**config.mk**
```make
export PLATFORM = sky130hd
export DESIGN_NAME = control_report_change_detector
export DESIGN_NICKNAME = d
export VERILOG_FILES = /design/src/rtl/crcd_pkg.sv /design/src/rtl/control_report_change_detector.sv
export SDC_FILE = /design/constraint.sdc
export NUM_CORES = 1
export LEC_CHECK = 0
export BUFFER_PORTS_ARGS = -buffer_cell sky130_fd_sc_hd__buf_2
export CAP_MARGIN = 40
export CORE_MARGIN = 3
export CORE_UTILIZATION = 35
export CTS_BUF_LIST = sky130_fd_sc_hd__clkbuf_8
export DETAILED_ROUTE_END_ITERATION = 12
export PLACE_DENSITY = 0.54
export SLEW_MARGIN = 25
export SYNTH_ARGS = -nofsm -noshare
export SYNTH_HDL_FRONTEND = slang
export SYNTH_SLANG_ARGS = --single-unit
```
**constraint.sdc**
```tcl
create_clock -name clk -period 3 [get_ports clk]
set_input_delay 0.15 -clock clk [delete_from_list [all_inputs] [get_ports clk]]
set_output_delay 0.15 -clock clk [all_outputs]
set_load 0.005 [all_outputs]
```
**src/rtl/crcd_pkg.sv**
```systemverilog
// Package for the control report change detector.
// Holds the report layout constants, register indexes and shared types.
// No dependencies.
package crcd_pkg;

    localparam int unsigned CFG_INDEX_W = 1;
    localparam int unsigned DATA_W = 8;
    localparam int unsigned POS_W = 4;
    localparam int unsigned NUM_FADERS = 4;

    localparam logic [CFG_INDEX_W-1:0] CFG_REPORT_ID = 1'd0;
    localparam logic [CFG_INDEX_W-1:0] CFG_FADER_LIMIT = 1'd1;

    localparam logic [DATA_W-1:0] REPORT_ID_RESET = 8'd9;
    localparam logic [DATA_W-1:0] FADER_LIMIT_RESET = 8'd100;

    localparam logic [POS_W-1:0] POS_ID = 4'd0;
    localparam logic [POS_W-1:0] POS_BUTTONS = 4'd1;
    localparam logic [POS_W-1:0] POS_FADER_FIRST = 4'd3;
    localparam logic [POS_W-1:0] POS_FADER_LAST = 4'd6;
    localparam logic [POS_W-1:0] POS_REPORT_END = 4'd7;
    localparam logic [POS_W-1:0] POS_MAX = 4'd15;

    typedef logic [DATA_W-1:0] byte_t;
    typedef byte_t [NUM_FADERS-1:0] fader_set_t;

endpackage

```
**src/rtl/control_report_change_detector.sv**
```systemverilog
// Control report change detector: assembles 8-byte reports and flags button
// presses and fader changes. Depends on crcd_pkg.
// The result is registered and appears in the output register in the cycle
// after the transfer of the last report byte. Throughput: one byte per cycle
// while the output register is empty or being drained in the same cycle.
// Reset: report_id to 9, fader_limit to 100; all else clears but output data.
module control_report_change_detector (
    input  logic                               clk,
    input  logic                               rst_n,
    input  logic                               cfg_write,
    input  logic [crcd_pkg::CFG_INDEX_W-1:0]   cfg_index,
    input  logic [crcd_pkg::DATA_W-1:0]        cfg_data,
    input  logic                               byte_valid,
    output logic                               byte_ready,
    input  logic [crcd_pkg::DATA_W-1:0]        report_byte,
    input  logic                               last_byte,
    output logic                               result_valid,
    input  logic                               result_ready,
    output logic [crcd_pkg::DATA_W-1:0]        pressed,
    output logic                               faders_valid,
    output logic [crcd_pkg::NUM_FADERS-1:0]    fader_changed,
    output logic [crcd_pkg::DATA_W-1:0]        fader_0,
    output logic [crcd_pkg::DATA_W-1:0]        fader_1,
    output logic [crcd_pkg::DATA_W-1:0]        fader_2,
    output logic [crcd_pkg::DATA_W-1:0]        fader_3
);
    import crcd_pkg::*;

    byte_t                 report_id_reg;
    byte_t                 fader_limit_reg;
    logic [POS_W-1:0]      pos_reg;
    logic [POS_W-1:0]      pos_next;
    logic                  id_matched_reg;
    logic                  id_matched_next;
    byte_t                 buttons_reg;
    byte_t                 buttons_next;
    fader_set_t            faders_reg;
    fader_set_t            faders_next;
    byte_t                 prev_buttons_reg;
    byte_t                 prev_buttons_next;
    fader_set_t            prev_faders_reg;
    fader_set_t            prev_faders_next;
    logic                  have_prev_reg;
    logic                  have_prev_next;
    logic                  reporting_reg;
    logic                  reporting_next;

    logic                  out_valid_reg;
    logic                  out_valid_next;
    byte_t                 pressed_reg;
    byte_t                 pressed_next;
    logic                  fvalid_reg;
    logic                  fvalid_next;
    logic [NUM_FADERS-1:0] changed_reg;
    logic [NUM_FADERS-1:0] changed_next;
    fader_set_t            vals_reg;
    fader_set_t            vals_next;

    logic                  transfer;
    logic                  emit;
    logic                  all_in_limit;
    logic                  any_nonzero;
    logic                  fader_update;
    logic [1:0]            fader_slot;

    assign byte_ready = !out_valid_reg || result_ready;
    assign transfer = byte_valid && byte_ready;
    assign emit = transfer && last_byte && (pos_reg == POS_REPORT_END) && id_matched_reg;
    assign fader_slot = pos_reg[1:0] - POS_FADER_FIRST[1:0];

    always_comb
    begin
        all_in_limit = 1'b1;
        any_nonzero = 1'b0;
        for (int i = 0; i < NUM_FADERS; i++)
        begin
            if (faders_reg[i] > fader_limit_reg)
            begin
                all_in_limit = 1'b0;
            end
            if (faders_reg[i] != '0)
            begin
                any_nonzero = 1'b1;
            end
        end
        fader_update = all_in_limit && (reporting_reg || any_nonzero);
    end

    always_comb
    begin
        pos_next = pos_reg;
        id_matched_next = id_matched_reg;
        buttons_next = buttons_reg;
        faders_next = faders_reg;
        prev_buttons_next = prev_buttons_reg;
        prev_faders_next = prev_faders_reg;
        have_prev_next = have_prev_reg;
        reporting_next = reporting_reg;
        out_valid_next = out_valid_reg && !result_ready;
        pressed_next = pressed_reg;
        fvalid_next = fvalid_reg;
        changed_next = changed_reg;
        vals_next = vals_reg;

        if (transfer)
        begin
            if (pos_reg == POS_ID)
            begin
                id_matched_next = (report_byte == report_id_reg);
            end
            else if (pos_reg == POS_BUTTONS)
            begin
                buttons_next = report_byte;
            end
            else if (pos_reg >= POS_FADER_FIRST && pos_reg <= POS_FADER_LAST)
            begin
                faders_next[fader_slot] = report_byte;
            end

            if (last_byte)
            begin
                pos_next = POS_ID;
                id_matched_next = 1'b0;
            end
            else if (pos_reg != POS_MAX)
            begin
                pos_next = pos_reg + 1'b1;
            end
        end

        if (emit)
        begin
            out_valid_next = 1'b1;
            pressed_next = buttons_reg & ~prev_buttons_reg;
            fvalid_next = all_in_limit;
            changed_next = '0;
            vals_next = '0;
            prev_buttons_next = buttons_reg;
            if (fader_update)
            begin
                reporting_next = 1'b1;
                have_prev_next = 1'b1;
                prev_faders_next = faders_reg;
                for (int i = 0; i < NUM_FADERS; i++)
                begin
                    if (have_prev_reg && (prev_faders_reg[i] != faders_reg[i]))
                    begin
                        changed_next[i] = 1'b1;
                        vals_next[i] = faders_reg[i];
                    end
                end
            end
        end
    end

    always_ff @(posedge clk or negedge rst_n)
    begin
        if (!rst_n)
        begin
            report_id_reg <= REPORT_ID_RESET;
            fader_limit_reg <= FADER_LIMIT_RESET;
        end
        else if (cfg_write)
        begin
            unique case (cfg_index)
                CFG_REPORT_ID: report_id_reg <= cfg_data;
                CFG_FADER_LIMIT: fader_limit_reg <= cfg_data;
                default: ;
            endcase
        end
    end

    always_ff @(posedge clk or negedge rst_n)
    begin
        if (!rst_n)
        begin
            pos_reg <= '0;
            id_matched_reg <= 1'b0;
            buttons_reg <= '0;
            faders_reg <= '0;
            prev_buttons_reg <= '0;
            prev_faders_reg <= '0;
            have_prev_reg <= 1'b0;
            reporting_reg <= 1'b0;
            out_valid_reg <= 1'b0;
        end
        else
        begin
            pos_reg <= pos_next;
            id_matched_reg <= id_matched_next;
            buttons_reg <= buttons_next;
            faders_reg <= faders_next;
            prev_buttons_reg <= prev_buttons_next;
            prev_faders_reg <= prev_faders_next;
            have_prev_reg <= have_prev_next;
            reporting_reg <= reporting_next;
            out_valid_reg <= out_valid_next;
        end
    end

    always_ff @(posedge clk)
    begin
        pressed_reg <= pressed_next;
        fvalid_reg <= fvalid_next;
        changed_reg <= changed_next;
        vals_reg <= vals_next;
    end

    assign result_valid = out_valid_reg;
    assign pressed = pressed_reg;
    assign faders_valid = fvalid_reg;
    assign fader_changed = changed_reg;
    assign fader_0 = vals_reg[0];
    assign fader_1 = vals_reg[1];
    assign fader_2 = vals_reg[2];
    assign fader_3 = vals_reg[3];

endmodule

```
* Word-level counts from Yosys, hierarchy flattened *
Cells that the tools add are included.

cells by class
  $add $sub $neg = 2
  order comparisons = 8
  equality and inequality tests = 8
  mux-type cells = 20
  bitwise operators = 5
  reduce and logical (&&, ||, !) cells = 34

operator list
  cell                 number
  $bwmux 32            1
  $gt 8x8->1           4
  $ne 8x8->1           4
  $reduce_bool 8->1    4
  $reduce_and 2->1     9
  $demux 8 s2          1
  $mux 1               15
  $logic_and 1x1->1    12
  $and 8x8->8          1
  $eq 8x8->1           1
  $mux 4               2
  $mux 8               1
  $not 8->8            1
  $add 4x1->4 const B  1
  $eq 4x1->1 const B   1
  $eq 4x3->1 const B   1
  $ge 4x2->1 const B   1
  $le 4x3->1 const B   1
  $logic_not 4->1      1
  $ne 4x4->1 const B   1
  $reduce_and 4->1     1
  $reduce_bool 2->1    2
  $lt 2x3->1 const B   1
  $not 1->1            3
  other kinds (5)      7

storage, ports and cells
  flip-flop bits (word level) = 148

* Depth between registers and ports, before layout *
Gate-level depths: netlist of the first run.

  depth in word-level cells = 8
  gate-level depth with buffers = 9
  gate-level depth less buffers = 8

* Worst setup path after synthesis of the first run *
No wires, ideal clock.

  path kind = reg-to-reg
  from = register pos_reg[0]
  to = register vals_reg (netlist bit fader_0[0]) (enable)
  library setup time = 0.642 ns
  arrival = 2.297 ns
  data required time = 2.358 ns
  path slack = 0.061 ns
  cell stages (with the launch flop) = 6
  path buffers = 1
  period minus slack after synthesis = 2.939 ns
  cell sequence = dfrtp_1 ha_1 and4b_1 nand4_1 clkbuf_1 clkinv_1

on the way
  longest elaborated chain between the ends = 3

RTL lines
  element                         line                                   source
  from (decl)                     control_report_change_detector.sv:31   logic [POS_W-1:0] pos_reg;
  from (signal assigned)          control_report_change_detector.sv:189  pos_reg <= pos_next;
  $eq 4x3->1                      control_report_change_detector.sv:68   assign emit = transfer && last_byte && (pos_reg == POS_REPORT_END) && id_matched_reg;
  $logic_and 1x1->1 (2 in a row)  control_report_change_detector.sv:68
  net emit                        control_report_change_detector.sv:60   logic emit;
  to (signal assigned)            control_report_change_detector.sv:206  vals_reg <= vals_next;
  to (decl)                       control_report_change_detector.sv:56   fader_set_t vals_reg;

The timed path passes the listed nets, and every way through them passes these cells.
A chain may end at the register's enable or synchronous reset.

* Final worst setup path of the first run *
  from = register fader_limit_reg[5]
  to = register vals_reg (netlist bit fader_0[1]), data pin

on the way
  longest elaborated chain between the ends = 7
  elaborated cells between the ends (all ways) = 10
  classes of those cells = 4 x order compare; 4 x mux; 2 x reduce/logical

RTL lines
  element                                line                                   source
  from (decl)                            control_report_change_detector.sv:30   byte_t fader_limit_reg;
  from (signal assigned)                 control_report_change_detector.sv:167  CFG_FADER_LIMIT: fader_limit_reg <= cfg_data;
  $gt 8x8->1                             control_report_change_detector.sv:77   if (faders_reg[i] > fader_limit_reg)
  $mux 1 (3 in a row)                    control_report_change_detector.sv:77
  $mux 1 (*)                             control_report_change_detector.sv:77
  $logic_and 1x1->1 (*)                  control_report_change_detector.sv:86   fader_update = all_in_limit && (reporting_reg || any_nonzero);
  $reduce_and 2->1 (no source line) (*)  -

Every way passes the cells marked *; elsewhere a longest branch is shown, timed or not.

==> metrics.txt, run 1 <==
CTS Root Cell=clkbuf_8; register area share after synthesis=55.51%; die width=148.3 µm; Unique masters post-synth=45; number of synthesized register bits=148; Post-CTS Setup Bufs=0; row cnt=51; core outline area=0.01965 mm²; Clock Sinks=148; Buffers & Inverters on Critical Path=2; Layout Nets=683; CTS Buffer Depth=2; Final Util=42.18%; Vias=4476; reg-to-reg setup timing slack=370 ps; Final Max Slew Viols=0; delay-heaviest family, CP=simple AND/OR/NAND/NOR gates; crit-path cells=inv_1 -> ha_1 -> a211oi_2 -> nor2_1 -> and4bb_1 -> o32a_2 -> nand4_2 -> buf_4 -> nor3b_1; final non-filler cell total=900; initial antenna violation count=0; Slew HR=53.25%; MaxCap Viol Count=0; Post-synth EDFFs=45; DR pass1 iterations=4; vias in the first global route=around 4.6k; min-delay src=report_byte[6]; Synth Instances=about 530; peak supply drop=302.4 µV; Antenna Cells=0; worst hold path depth=2; Hold Path Class=input pin to flop; Global Route Usage Sum=15.41%; Resize count post-CTS=0; Commonest cells post-synth=98 x dfrtp_1, 55 x mux2_2, 45 x edfxtp_1; Initial Utilization=36.07%; Ys Warns=0; final hold vios=0; Sum Neg Setup Slack=0 ps; RR Endpoint=fader_0[1]; Top FF cell, synth=dfrtp_1; global route overflow=0; Worst Max-Slew Pin Slew=699.8 ps; Setup crit end kind=flop; Iter 0 DRT Violations=~300; Die Span Y=148.3 µm; TritonCTS buffer count=17; pin count of the biggest net entering global routing=64; DRT antenna net count=0; clock latency on the worst-skew pair=450 ps; most frequent cell after synthesis=dfrtp_1; Leakage=3.607 nW; critical path arrival=2870 ps; Syn Area/Cell=13.50 µm²; mapped cell area=0.007089 mm²; CP required=3240 ps; H-Tree Depth=4; RSZ-0062 raised after global routing=false; CP startpoint kind=flop; CTS tree=yes; synth top area cells=dfrtp_1 35%, edfxtp_1 19%, mux2_2 8.7%; period utilisation layout=87.56%; placer congestion estimate=0.8259; I/O Buffers=69; Avg Vias per Cell=4.973; Die Footprint=0.02200 mm²; final WL=16050 µm; share of layout cells above drive strength 1=31.34%; Crit Path Category=flop to flop; setup violators final=0; DRC=0; Worst path slowest cell=dfstp_2; routed length per instance=roughly 18 µm; top-area cell type share of the netlist area=34.59%; Placed Instances=855; min cycle time layout=2627 ps; CTS clk-pin slew, worst paths=about 80 ps; layout filler cell count=approximately 1.9k; status=finished, final reports clean; post-synth top area cell=dfrtp_1; DP HPWL=approximately 11000 µm; Critical R2R Launch=fader_limit_reg[5]; crit-path max cell delay=530 ps; worst setup margin=roughly 370 ps; Post-CTS Hold Buffers=12; Cell Pwr Density=approximately 640 mW/mm²; achievable frequency=380.7 MHz; Mapped Nets=586; Async SR Flop Fraction=between 60% and 70%; Area growth syn-to-layout=16.94%; R2R cell count=9; Worst Clk Skew=14.37 ps; I/O pin total=70; Crit Path Max Fanout=18; Hold EP=buttons_reg[6]; pre-CTS setup slack=413.5 ps; global-route wire length before repair=26060 µm
[power breakdown]
| group | internal (W) | leakage, nW | switching, W | total, W |
|---|---|---|---|---|
| sequential | 0.00231 | 1.71 | 0.000342 | 0.00265 |
| clock | 0.000827 | 0.217 | 0.000736 | 0.00156 |
| combinational | 0.000569 | 1.68 | 0.000540 | 0.00111 |
[how the worst max path moves through the flow]
stage,depth (start not counted),endpoint,slack [ps],startpoint
floorplan,5,fader_0[0],60,pos_reg[0]
global placement,9,fader_0[1],450,fader_limit_reg[5]
detailed placement,9,fader_0[1],410,fader_limit_reg[5]
CTS,9,fader_0[1],380,fader_limit_reg[5]
global route,9,fader_0[1],220,fader_limit_reg[5]
finish,9,fader_0[1],370,fader_limit_reg[5]
[final cells by class]
| class | instances | area (µm²) | area share (%) |
|---|---|---|---|
| Inverter | 15 | 56.30 | 0.6791 |
| Clock buffer | 18 | 247.7 | 2.988 |
| Tap cell | 265 | 331.6 | 3.999 |
| Sequential cell | 148 | 3935 | 47.46 |
| Timing Repair Buffer | 91 | 580.6 | 7.003 |
| Clock inverter | 14 | 148.9 | 1.796 |
| Multi-Input combinational cell | 349 | 2990 | 36.07 |
[worst reg2reg max path, cell delays in order (launching register included)]
cell,delay [ps]
dfstp_2,530
inv_1,90
ha_1,330
a211oi_2,190
nor2_1,80
and4bb_1,300
o32a_2,210
nand4_2,150
buf_4,240
nor3b_1,310
[metrics by stage]
step	hold slack, ps	total power, W	cell area (µm²)
floorplan	-145.6	0.003376	7089
global placement	294.9	0.003738	7754
detailed placement	312.9	0.003790	7754
CTS	56.87	0.005376	8270
global route	68.38	0.005651	8290
finish	83.08	0.005326	8290
[cell usage in the layout, fill, tap and decap left out, types with 2 or more instances in the layout]
cell type	Yosys	layout
edfxtp_1	45	45
nand4_1	17	17
xor2_1	8	8
nor2_1	14	14
clkinv_4	0	2
nor3_1	6	6
bufinv_16	0	3
buf_2	8	68
dfrtp_1	98	98
ha_1	38	38
mux2_4	29	29
o21ai_0	11	11
buf_12	3	3
xnor2_1	33	33
mux2_2	55	55
a21oi_1	12	12
nor2b_1	13	13
nor4_1	11	11
dlygate4sd3_1	0	12
inv_1	14	19
and2_1	4	4
nand2b_1	3	3
o211ai_1	4	4
buf_4	0	8
and4_1	2	2
dfstp_2	5	5
nand2_1	39	39
o22ai_1	2	2
nor3b_1	29	29
clkbuf_8	0	18
nand3_1	2	2
[kinds of logic (layout without fill, tap and decap cells)]
logic type | Yosys count | after routing | synth area share [%]
xor+xnor | 41 | 41 | 5.065
simple gates | 148 | 148 | 12.14
mux | 84 | 84 | 14.88
fa+ha+maj | 38 | 38 | 6.707
compound gates | 38 | 38 | 3.389
flops | 148 | 148 | 55.51
buf+inv | 28 | 138 | 2.312
[metal layers]
| metal | global-route usage [%] | share of wire (%) |
|---|---|---|
| met1 | 20.19 | 45 |
| met2 | 24.64 | 48 |
| met3 | 3.748 | 4.0 |
| met4 | 6.374 | 2.9 |
| met5 | 0 | 0 |
Power figures use the tool's default switching activity.
==> run 2: changes to the inputs <==
- CORE_UTILIZATION: 35 -> 25
- PLACE_DENSITY: 0.54 -> 0.42
==> metrics.txt, run 2 (synthesized netlist as in run 1, its figures left out) <==
placer congestion estimate=0.8351 (was 0.8259); routed length per instance=17.44 µm (was 17.83 µm); Tot Pwr=0.005468 W (was 0.005326 W); min cycle time layout=2704 ps (was 2627 ps); clock latency on the worst-skew pair=460 ps (was 450 ps); core outline area=0.02786 mm² (was 0.01965 mm²); Crit Path Max Fanout=10 (was 18); TritonCTS buffer count=17 (unchanged); share of layout cells above drive strength 1=32.50% (was 31.34%); CTS Buffer Depth=2 (unchanged); Buffers & Inverters on Critical Path=2 (unchanged); worst hold path depth=3 (was 2); CTS clk-pin slew, worst paths=90 ps (was 80 ps); achievable frequency=369.9 MHz (was 380.7 MHz); period utilisation layout=90.13% (was 87.56%); DRC=0 (unchanged); CTS tree=yes (unchanged); global-route wire length before repair=28350 µm (was 26060 µm); crit-path max cell delay=540 ps (was 530 ps); Slew HR=53.76% (was 53.25%); DP HPWL=12620 µm (was 11400 µm); I/O Buffers=69 (unchanged); Final Util=30.39% (was 42.18%); Sum Neg Setup Slack=0 ps (unchanged); CP startpoint kind=flop (unchanged); crit-path cells=inv_1 -> ha_1 -> a211oi_1 -> o2111a_1 -> o32a_2 -> nand4_4 -> buf_4 -> mux2_4 (was inv_1 -> ha_1 -> a211oi_2 -> nor2_1 -> and4bb_1 -> o32a_2 -> nand4_2 -> buf_4 -> nor3b_1); final WL=17700 µm (was 16050 µm); peak supply drop=220.1 µV (was 302.4 µV); Iter 0 DRT Violations=239 (was 299); CTS Root Cell=clkbuf_8 (unchanged); row cnt=61 (was 51); Vias=4454 (was 4476); status=finished, final reports clean (unchanged); H-Tree Depth=4 (unchanged); R2R cell count=8 (was 9); Setup crit end kind=flop (unchanged); initial antenna violation count=0 (unchanged); Area growth syn-to-layout=19.41% (was 16.94%); setup violators final=0 (unchanged); min-delay src=report_byte[0] (was report_byte[6]); Worst Max-Slew Pin Slew=693.5 ps (was 699.8 ps); Clock Sinks=148 (unchanged); Leakage=3.610 nW (was 3.607 nW); critical path arrival=3050 ps (was 2870 ps); die width=174.4 µm (was 148.3 µm); Crit Path Category=flop to flop (unchanged); most frequent cells in the layout=98 x dfrtp_1, 68 x buf_2, 55 x mux2_2, 45 x edfxtp_1, 39 x nand2_1 (unchanged); Cell Pwr Density=645.9 mW/mm² (was 642.4 mW/mm²); Worst path slowest cell=dfstp_2 (unchanged); Antenna Cells=0 (unchanged); final hold vios=0 (unchanged); Avg Vias per Cell=4.388 (was 4.973); final non-filler cell total=1015 (was 900); reg-to-reg setup timing slack=300 ps (was 370 ps); commonest non-fill, non-tap cell in the layout=dfrtp_1 (unchanged); vias in the first global route=4730 (was 4645); Worst Clk Skew=13.65 ps (was 14.37 ps); DR pass1 iterations=4 (unchanged); MaxCap Viol Count=0 (unchanged); CP required=3340 ps (was 3240 ps); layout filler cell count=2834 (was 1887); Layout Nets=685 (was 683); Die Span Y=174.4 µm (was 148.3 µm); global route overflow=0 (unchanged); Initial Utilization=25.45% (was 36.07%); Global Route Usage Sum=12.19% (was 15.41%); Resize count post-CTS=0 (unchanged); Die Footprint=0.03041 mm² (was 0.02200 mm²); RR Endpoint=prev_faders_reg[9] (was fader_0[1]); delay-heaviest family, CP=compound AO/OA/AOI/OAI gates (was simple AND/OR/NAND/NOR gates); pin count of the biggest net entering global routing=56 (was 64); Hold EP=faders_reg[24] (was buttons_reg[6]); RSZ-0062 raised after global routing=false (unchanged); Hold Path Class=input pin to flop (unchanged); Final Max Slew Viols=0 (unchanged); I/O pin total=70 (unchanged); DRT antenna net count=0 (unchanged); Placed Instances=971 (was 855); Critical R2R Launch=fader_limit_reg[5] (unchanged)
## run 2: cell count changes in the layout (fill, tap and decap cells not counted)
cell / delta
inv_6: +3
clkbuf_8: -1
clkinvlp_4: +1
inv_4: -1
clkinv_2: +2
buf_4: +2
clkinv_1: -1
clkinv_4: +2
inv_1: -5
## run 2: cell type report
| cell class | instances | area (µm²) | share of cell area, % |
|---|---|---|---|
| multi-input combinational | 349 | 2990 | 35.32 |
| clock buffer | 17 | 234.0 | 2.764 |
| timing repair buffer | 93 | 595.6 | 7.035 |
| sequential | 148 | 3935 | 46.48 |
| clock inverter | 15 | 181.4 | 2.143 |
| tap | 378 | 473.0 | 5.587 |
| inverter | 15 | 56.30 | 0.6651 |
## run 2: what timing repair did
action	4_1_cts	5_1_grt
hold endpoints to repair	66	0
setup buffers	0	0
hold buffers	12	0
## run 2: routing by layer
metal	up-vias	wire length [µm]	GRT usage (%)
met5	-	0	0
met2	80	8078	19.10
met4	0	297	4.223
met3	18	605	2.468
met1	2251	8724	16.82
li1	2105	-	-
## run 2: power by group
part	leakage, nW	switching [W]	internal, W	total (W)
logic	1.69	0.000575	0.000580	0.00115
clock network	0.207	0.000830	0.000830	0.00166
registers	1.71	0.000343	0.00231	0.00265
total	3.61	0.00175	0.00372	0.00547
## run 2: worst min-delay path, delay by kind of cell
family,cells,cell delay (ps)
buf+inv,1,200
compound gates,1,70
simple gates,1,80
## run 2: worst max path at each step
stage / to / cells after the start / from / slack (ps)
finish: prev_faders_reg[9] / 8 / fader_limit_reg[5] / 300
global route: prev_faders_reg[9] / 8 / fader_limit_reg[5] / 90
CTS: prev_faders_reg[9] / 8 / fader_limit_reg[5] / 270
detailed placement: prev_faders_reg[8] / 8 / fader_limit_reg[5] / 320
global placement: prev_faders_reg[9] / 8 / fader_limit_reg[5] / 350
floorplan: fader_0[0] / 5 / pos_reg[0] / 60
## run 2: metrics by stage
step | area, µm² | worst slack, ps | hold slack, ps
finish | 8466 | 296.2 | 94.13
global route | 8466 | 86.06 | 67.60
CTS | 8466 | 274.6 | 58.41
detailed placement | 7930 | 317.8 | 236.1
global placement | 7930 | 350.5 | 225.8
floorplan | 7089 | 61.10 | -145.6
